### src/rtl/lbcte_pkg.sv
// Shared types and constants of the cache tag engine.
`default_nettype none
package lbcte_pkg;

   // Width of the slot index reported on the result channel.
   localparam int SLOT_IDX_W = 6;

   // Operation codes of an input word.
   localparam logic FUNC_READ  = 1'b0;
   localparam logic FUNC_INVAL = 1'b1;

   // Result status codes.
   localparam logic [2:0] STATUS_HIT       = 3'd0;
   localparam logic [2:0] STATUS_FILLED    = 3'd1;
   localparam logic [2:0] STATUS_FILL_FAIL = 3'd2;
   localparam logic [2:0] STATUS_INVAL     = 3'd3;
   localparam logic [2:0] STATUS_NOT_FOUND = 3'd4;

   // Controller states.
   typedef enum logic [2:0] {
      ST_IDLE,
      ST_SCAN,
      ST_DRAIN,
      ST_UPDATE,
      ST_RESP
   } state_type;

   // Commands from the controller to the datapath.
   typedef struct packed {
      logic start;
      logic issue;
      logic update;
   } ctrl_cmd_type;

   // Status from the datapath to the controller.
   typedef struct packed {
      logic scan_last;
   } ctrl_stat_type;

endpackage
`default_nettype wire

### src/rtl/lbcte_ctrl.sv
// Controller state machine that sequences the tag scan and update.
`default_nettype none
module lbcte_ctrl (
   input  wire logic                    clock,
   input  wire logic                    reset,
   input  wire logic                    req_valid,
   output logic                         req_stall,
   output logic                         rsp_valid,
   input  wire logic                    rsp_stall,
   input  wire lbcte_pkg::ctrl_stat_type stat,
   output lbcte_pkg::ctrl_cmd_type      cmd
);
   import lbcte_pkg::*;

   state_type state_ff;
   state_type state_in;

   // Next state.
   always_comb begin
      state_in = state_ff;
      case (state_ff)
         ST_IDLE: begin
            if (req_valid) state_in = ST_SCAN;
         end
         ST_SCAN: begin
            if (stat.scan_last) state_in = ST_DRAIN;
         end
         ST_DRAIN: begin
            state_in = ST_UPDATE;
         end
         ST_UPDATE: begin
            state_in = ST_RESP;
         end
         ST_RESP: begin
            if (!rsp_stall) state_in = ST_IDLE;
         end
         default: begin
            state_in = ST_IDLE;
         end
      endcase
   end

   // Outputs and datapath commands.
   always_comb begin
      req_stall  = 1'b1;
      rsp_valid  = 1'b0;
      cmd.start  = 1'b0;
      cmd.issue  = 1'b0;
      cmd.update = 1'b0;
      case (state_ff)
         ST_IDLE: begin
            req_stall = 1'b0;
            cmd.start = req_valid;
         end
         ST_SCAN: begin
            cmd.issue = 1'b1;
         end
         ST_DRAIN: begin
         end
         ST_UPDATE: begin
            cmd.update = 1'b1;
         end
         ST_RESP: begin
            rsp_valid = 1'b1;
         end
         default: begin
         end
      endcase
   end

   // State register.
   always_ff @(posedge clock) begin
      if (reset) begin
         state_ff <= ST_IDLE;
      end else begin
         state_ff <= state_in;
      end
   end

endmodule
`default_nettype wire

### config.mk
export PLATFORM = sky130hd
export DESIGN_NAME = lbcte_ctrl
export DESIGN_NICKNAME = d
export VERILOG_FILES = /design/src/rtl/lbcte_pkg.sv /design/src/rtl/lbcte_ctrl.sv
export SDC_FILE = /design/constraint.sdc
export NUM_CORES = 1
export LEC_CHECK = 0
export BUFFER_PORTS_ARGS = -buffer_cell sky130_fd_sc_hd__buf_4
export CAP_MARGIN = 20
export CORE_AREA = 2 2 39 41
export DETAILED_ROUTE_END_ITERATION = 7
export DIE_AREA = 0 0 41 43
export GPL_TIMING_DRIVEN = 0
export PLACE_DENSITY = 0.42
export SETUP_SLACK_MARGIN = 0.02
export SYNTH_ARGS = -nofsm -noshare
export SYNTH_HDL_FRONTEND = slang
export SYNTH_SLANG_ARGS = --single-unit
### constraint.sdc
create_clock -name clock -period 2.6 [get_ports clock]
set_input_delay 0.52 -clock clock [delete_from_list [all_inputs] [get_ports clock]]
set_output_delay 0.52 -clock clock [all_outputs]
set_load 0.05 [all_outputs]
==> impl_metrics.yaml, run 1 <==
clock_tree:
  clk_pin_slew_ns: 0.04
  clock_sinks: 3
  post_cts.repair.setup_buffers: 0
  postCtsHoldBufs: 0
  root_buffer: "clkbuf_4"
  cts_inserted_buffers: 3
  ctsLongestPathBuffers: 2
  worstSkewPairLatency_ns: 0.23
  cts_tree: "yes"
  htreeDepth: 1
  post_cts_resized: 0
power:
  intPower_mw: 0.1259
  p_clk_frac: 0.439
  p_comb_frac: 0.269
  power.density_mw_per_mm2: 643.9
  p_sw_mw: 0.05862
  power_frac_seq: 0.292
  vdd.ir_drop.worst_uv: 180.8
  total_power_mw: 0.1845
  swShare: 0.3177
  leakagePower_nw: 0.1287
timing:
  fmax_ghz: 0.5239
  finalClockSkew_ns: 0.0007873
  fin_tns_setup_ns: 0
  setup_viol: 0
  worst_pin_slew_ns: 0.2918
  min_period_ns: 1.909
  maxSlewHeadroom: 0.8051
  rsz0062_at_grt: "false"
  drv_slew: 0
  final_hold_viol_count: 0
  period_share: 0.7342
routing:
  num_vias: 176
  ant_nets: 0
  drc: 0
  routed_via_density: 3.667
  first_pass_iters: 2
  routed_wl_um: 385
  drtIter0Drc: 3
  post_drt_wl_per_cell_um: 8.021
finish:
  largest_register_ffs: 3
  top_regs: "state_ff: 3 flops"
  antennaDiodeCount: 0
  fin_util: 0.2071
  nets: 38
  top_register: "state_ff"
  area_growth_pct: 65.94
  stdcell_area_um2: 286.5
  drive_gt1_frac: 0.5000
  nFillCells: 156
critical_path:
  max_stage_delay_ns: 0.50
  critPathKind: "register to primary output"
  critical_path_required_ns: 2.08
  critical_path.top_delay_family: "simple AND/OR/NAND/NOR gates"
  cp_max_fo: 9
  crit_slowest_cell: "or3_2"
  rr_startpoint: "state_ff[0]$_SDFFE_PP0P_"
  crit_arrival_ns: 1.39
  r2r_setup_slack_ns: 1.49
  reg2reg_depth: 2
  crit_buf_inv: 1
  setup.worst_path.start_class: "register"
  critPathCaptureType: "primary output"
  rr_endpoint: "state_ff[0]$_SDFFE_PP0P_"
  path_cells: "or3_2 -> nor2_1 -> buf_4"
logic_synthesis:
  syn-num-nets: 24
  synth_cell_types: 14
  async_flop_share: 0
  synth_common_cells: "dfxtp_1 (3), inv_1 (2), nor2_1 (2), nor3b_1 (2)"
  ys_ff_latch: 3
  netlist_instances: 19
  avgSynthCellArea_um2: 9.088
  synth_edf_count: 0
  synth_area_leader_cell: "dfxtp_1"
  ys_seq_area_frac: 0.3478
  synth.most_common_cell: "dfxtp_1"
  synth_ff_type: "dfxtp_1"
  yosys_warnings: 0
  syn_area_um2: 172.7
  synth_area_leaders: "dfxtp_1 (35%), nor3b_1 (8.7%), a211oi_2 (7.2%)"
  synth_top_cell_area_share: 0.3478
grt:
  grt-ovfl-total: 0
  grt_use_total: 0.06118
  grt_pass1_wl_um: 676
  antenna_found_initial: 0
  grt_max_degree: 10
  grt_pass1_vias: 163
floorplan:
  start_util: 0.1248
  ios: 10
  die_area_mm2: 0.001763
  coreArea_mm2: 0.001384
  die_h_um: 43
  die_x_um: 41
  num_rows: 14
min_path:
  hold_path_end: "state_ff[0]$_SDFFE_PP0P_"
  min_path_type: "primary input to register"
  min_from: "reset"
  hold_depth: 2
placement:
  io_buffers: 9
  dpl_cell_area_um2: 260.3
  dp_hpwl_um: 275.6
  gp_congestion: 0.6161
run:
  max_cap_violations: 0
status:
  status: "completed"
## per-stage QoR
stage	hold slack, ns	setup slack (ns)	instances
after floorplan	0.4846	0.3760	19
after global placement	0.5197	0.9421	44
after detailed placement	0.5363	0.9329	44
after CTS	0.4680	0.6791	48
after global routing	0.4812	0.5996	48
final	0.4766	0.6911	48
## power by group through the flow
stage	sequential (mW)	combinational, mW	clock (mW)
after floorplan	0.0534	0.0342	0
after global placement	0.0542	0.0495	0
after detailed placement	0.0544	0.0498	0
after CTS	0.0539	0.0500	0.0867
after global routing	0.0553	0.0528	0.0884
final	0.0539	0.0496	0.0811
## routing by layer
metal | track usage | share of wire | vias up
met5 | 0 | 0 | -
met4 | 0.04000 | 0 | 0
met3 | 0.04712 | 0.16 | 0
met2 | 0.06250 | 0.33 | 10
met1 | 0.08333 | 0.51 | 69
li1 | - | - | 97
## worst max-delay path by stage
stage / slack, ns / depth (start not counted) / to / startpoint
2_1_floorplan: 0.38 / 2 / cmd[2] / state_ff[1]$_SDFFE_PP0P_
3_3_place_gp: 0.94 / 3 / cmd[2] / state_ff[1]$_SDFFE_PP0P_
3_5_place_dp: 0.93 / 3 / cmd[2] / state_ff[1]$_SDFFE_PP0P_
4_1_cts: 0.68 / 3 / cmd[2] / state_ff[1]$_SDFFE_PP0P_
5_1_grt: 0.60 / 3 / cmd[2] / state_ff[1]$_SDFFE_PP0P_
6_report: 0.69 / 3 / cmd[2] / state_ff[1]$_SDFFE_PP0P_
## cells in the final DEF, fill, tap and decap left out
cell and count:
buf_4 9, clkbuf_4 3, dfxtp_1 3, nor2_1 2
nor3b_1 2, inv_1 2, nand2_1 1, or3_2 1
o21bai_1 1, or3b_1 1, a211oi_2 1, and4bb_2 1
a31o_2 1, nand3b_1 1, nand2b_1 1, a211oi_1 1
clkbuf_1 1
## layout make-up
class	count	area, um2	area share
Inverter	2	7.507	0.02620
Sequential cell	3	60.06	0.2096
Multi-Input combinational cell	14	105.1	0.3668
Tap cell	16	20.02	0.06987
Clock buffer	4	26.28	0.09170
Timing Repair Buffer	9	67.56	0.2358
## logic make-up after synthesis
kind of cell	count (synthesis)	share of synthesized area
buf+inv	2	0.04349
flops	3	0.3478
compound gates	4	0.2102
simple gates	10	0.3986
Power figures use the tool's default switching activity.
==> run 2: changes to the inputs <==
--- a/config.mk
+++ b/config.mk
@@ -5,13 +5,14 @@
 export SDC_FILE = /design/constraint.sdc
 export NUM_CORES = 1
 export LEC_CHECK = 0
+export ABC_AREA = 1
 export BUFFER_PORTS_ARGS = -buffer_cell sky130_fd_sc_hd__buf_4
 export CAP_MARGIN = 20
 export CORE_AREA = 2 2 39 41
 export DETAILED_ROUTE_END_ITERATION = 7
 export DIE_AREA = 0 0 41 43
 export GPL_TIMING_DRIVEN = 0
-export PLACE_DENSITY = 0.42
+export PLACE_DENSITY = 0.44
 export SETUP_SLACK_MARGIN = 0.02
 export SYNTH_ARGS = -nofsm -noshare
 export SYNTH_HDL_FRONTEND = slang
==> constraint.sdc (replaced) <==
create_clock -name clock -period 1.75 [get_ports clock]
set_input_delay 0.35 -clock clock [delete_from_list [all_inputs] [get_ports clock]]
set_output_delay 0.35 -clock clock [all_outputs]
set_load 0.05 [all_outputs]
==> run 2 against run 1 <==
Against the previous run: clock power increased by 48%; cell count increased by 21%; clock skew about the same; worst hold slack worse by 0.19 ns; via count increased by 20%; synthesized cell count is 53% higher; largest power group is now combinational logic.
==> impl_metrics.yaml, run 2 <==
min_path:
  min_path_type: "primary input to register"
  min_from: "reset"
logic_synthesis:
  ys_ff_latch: 3
  ys_seq_area_frac: 0.3265
  avgSynthCellArea_um2: 6.342
  synth_edf_count: 0
  synth_area_leader_cell: "dfxtp_1"
  syn-num-nets: 34
  synth_cell_types: 10
  synth_top_cell_area_share: 0.3265
  yosys_warnings: 0
  synth_ff_type: "dfxtp_1"
  syn_area_um2: 183.9
  synth_area_leaders: "dfxtp_1 (33%), nand3_2 (11%), inv_1 (10%)"
  async_flop_share: 0
  netlist_instances: 29
  synth_common_cells: "inv_1 (5), nor2_1 (5), nand2_1 (4)"
timing:
  worst_pin_slew_ns: 0.2504
  maxSlewHeadroom: 0.8329
  fmax_ghz: 0.6566
  min_period_ns: 1.523
  fin_tns_setup_ns: 0
  rsz0062_at_grt: "false"
  whs_ns: 0.2824
  drv_slew: 0
  setup_viol: 0
  period_share: 0.8703
  final_hold_viol_count: 0
  finalClockSkew_ns: 0.0009288
critical_path:
  critPathKind: "register to primary output"
  cp-startpoint: "state_ff[1]$_SDFFE_PP0P_"
  critPathCaptureType: "primary output"
  cp_max_fo: 5
  rr_startpoint: "state_ff[1]$_SDFFE_PP0P_"
  setup.worst_path.start_class: "register"
  crit_arrival_ns: 1.17
  critical_path_required_ns: 1.40
floorplan:
  ios: 10
  die_area_mm2: 0.001763
  die_h_um: 43
  die_x_um: 41
  num_rows: 14
  start_util: 0.1329
  coreArea_mm2: 0.001384
clock_tree:
  clock_sinks: 3
  htreeDepth: 1
  worstSkewPairLatency_ns: 0.23
  post_cts_resized: 0
  root_buffer: "clkbuf_4"
  cts_inserted_buffers: 3
  post_cts.repair.setup_buffers: 0
  cts_tree: "yes"
  postCtsHoldBufs: 0
  clk_pin_slew_ns: 0.04
  ctsLongestPathBuffers: 2
power:
  vdd.ir_drop.worst_uv: 342.3
  total_power_mw: 0.4208
  leakagePower_nw: 0.1536
  power.density_mw_per_mm2: 1401
finish:
  top_regs: "state_ff: 3 flops"
  top_register: "state_ff"
  fin_util: 0.2170
  layout_commonest_cell: "buf_4"
  area_growth_pct: 63.27
  antennaDiodeCount: 0
  largest_register_ffs: 3
  nets: 48
  nFillCells: 163
  layout_common_cells: "buf_4 (9), inv_1 (5), nand2_1 (4), nor2_1 (4)"
  drive_gt1_frac: 0.4286
placement:
  io_buffers: 9
  gp_congestion: 0.6755
  dp_hpwl_um: 364.9
run:
  max_cap_violations: 0
routing:
  routed_via_density: 3.655
  first_pass_iters: 1
  num_vias: 212
  post_drt_wl_per_cell_um: 7.966
  routed_wl_um: 462
  drtIter0Drc: 0
  drc: 0
  ant_nets: 0
status:
  status: "completed"
grt:
  grt_max_degree: 7
  grt-ovfl-total: 0
  antenna_found_initial: 0
  grt_pass1_wl_um: 745
  grt_pass1_vias: 199
  grt_use_total: 0.06419
==> run 2: cell types whose count changed in the layout (fill, tap and decap cells not counted), sizes merged, moves of 3 or more <==
cell and delta:
nand2 +3, nor2 +5, inv +4, nand3 +5, nor3 +3
==> run 2: metrics by stage <==
| step | std cells | setup slack, ns | instance area (um2) |
|---|---|---|---|
| after floorplan | 29 | -0.1168 | 186.4 |
| after global placement | 54 | 0.4732 | 274.0 |
| after detailed placement | 54 | 0.4719 | 274.0 |
| after CTS | 58 | 0.2153 | 300.3 |
| after global routing | 58 | 0.09831 | 300.3 |
| final | 58 | 0.2270 | 300.3 |
==> run 2: cell type report <==
class,instances,area [um2],share of cell area
Clock buffer,4,26.28,0.08750
Inverter,6,22.52,0.07500
Multi-Input combinational cell,20,103.9,0.3458
Sequential cell,3,60.06,0.2000
Tap cell,16,20.02,0.06667
Timing Repair Buffer,9,67.56,0.2250
==> run 2: critical path, cell delays in order, from the launching register on <==
cell,delay [ns]
dfxtp_1,0.35
nor2_2,0.20
nand2_1,0.11
nor2_2,0.09
buf_4,0.20
==> run 2: power breakdown <==
part / total, mW / internal [mW] / switching, mW
sequential: 0.0992 / 0.0805 / 0.0187
clock: 0.120 / 0.0854 / 0.0349
combinational: 0.201 / 0.0619 / 0.139
==> run 2: per-layer routing <==
layer / routed length [um] / up-vias / track usage
met2: 189 / 7 / 0.07813
met1: 230 / 88 / 0.08654
met5: 0 / - / 0
met4: 0 / 0 / 0.02000
li1: - / 117 / -
met3: 41 / 0 / 0.04712
==> run 2: worst paths after layout <==
| kind | to | slack (ns) | cells past startpoint |
|---|---|---|---|
| setup / recovery | cmd[2] | 0.23 | 4 |
| hold / removal | state_ff[2]$_SDFFE_PP0P_ | 0.28 | 2 |
| setup reg to reg | state_ff[0]$_SDFFE_PP0P_ | 0.71 | 6 |
| hold reg to reg | state_ff[2]$_SDFFE_PP0P_ | 0.59 | 2 |
==> run 2: cells by family after synthesis <==
logic type,count (synthesis),synth area share
AO/OA/AOI/OAI,1,0.02718
buffers and inverters,6,0.1224
flip-flops,3,0.3265
AND/OR/NAND/NOR,19,0.5237
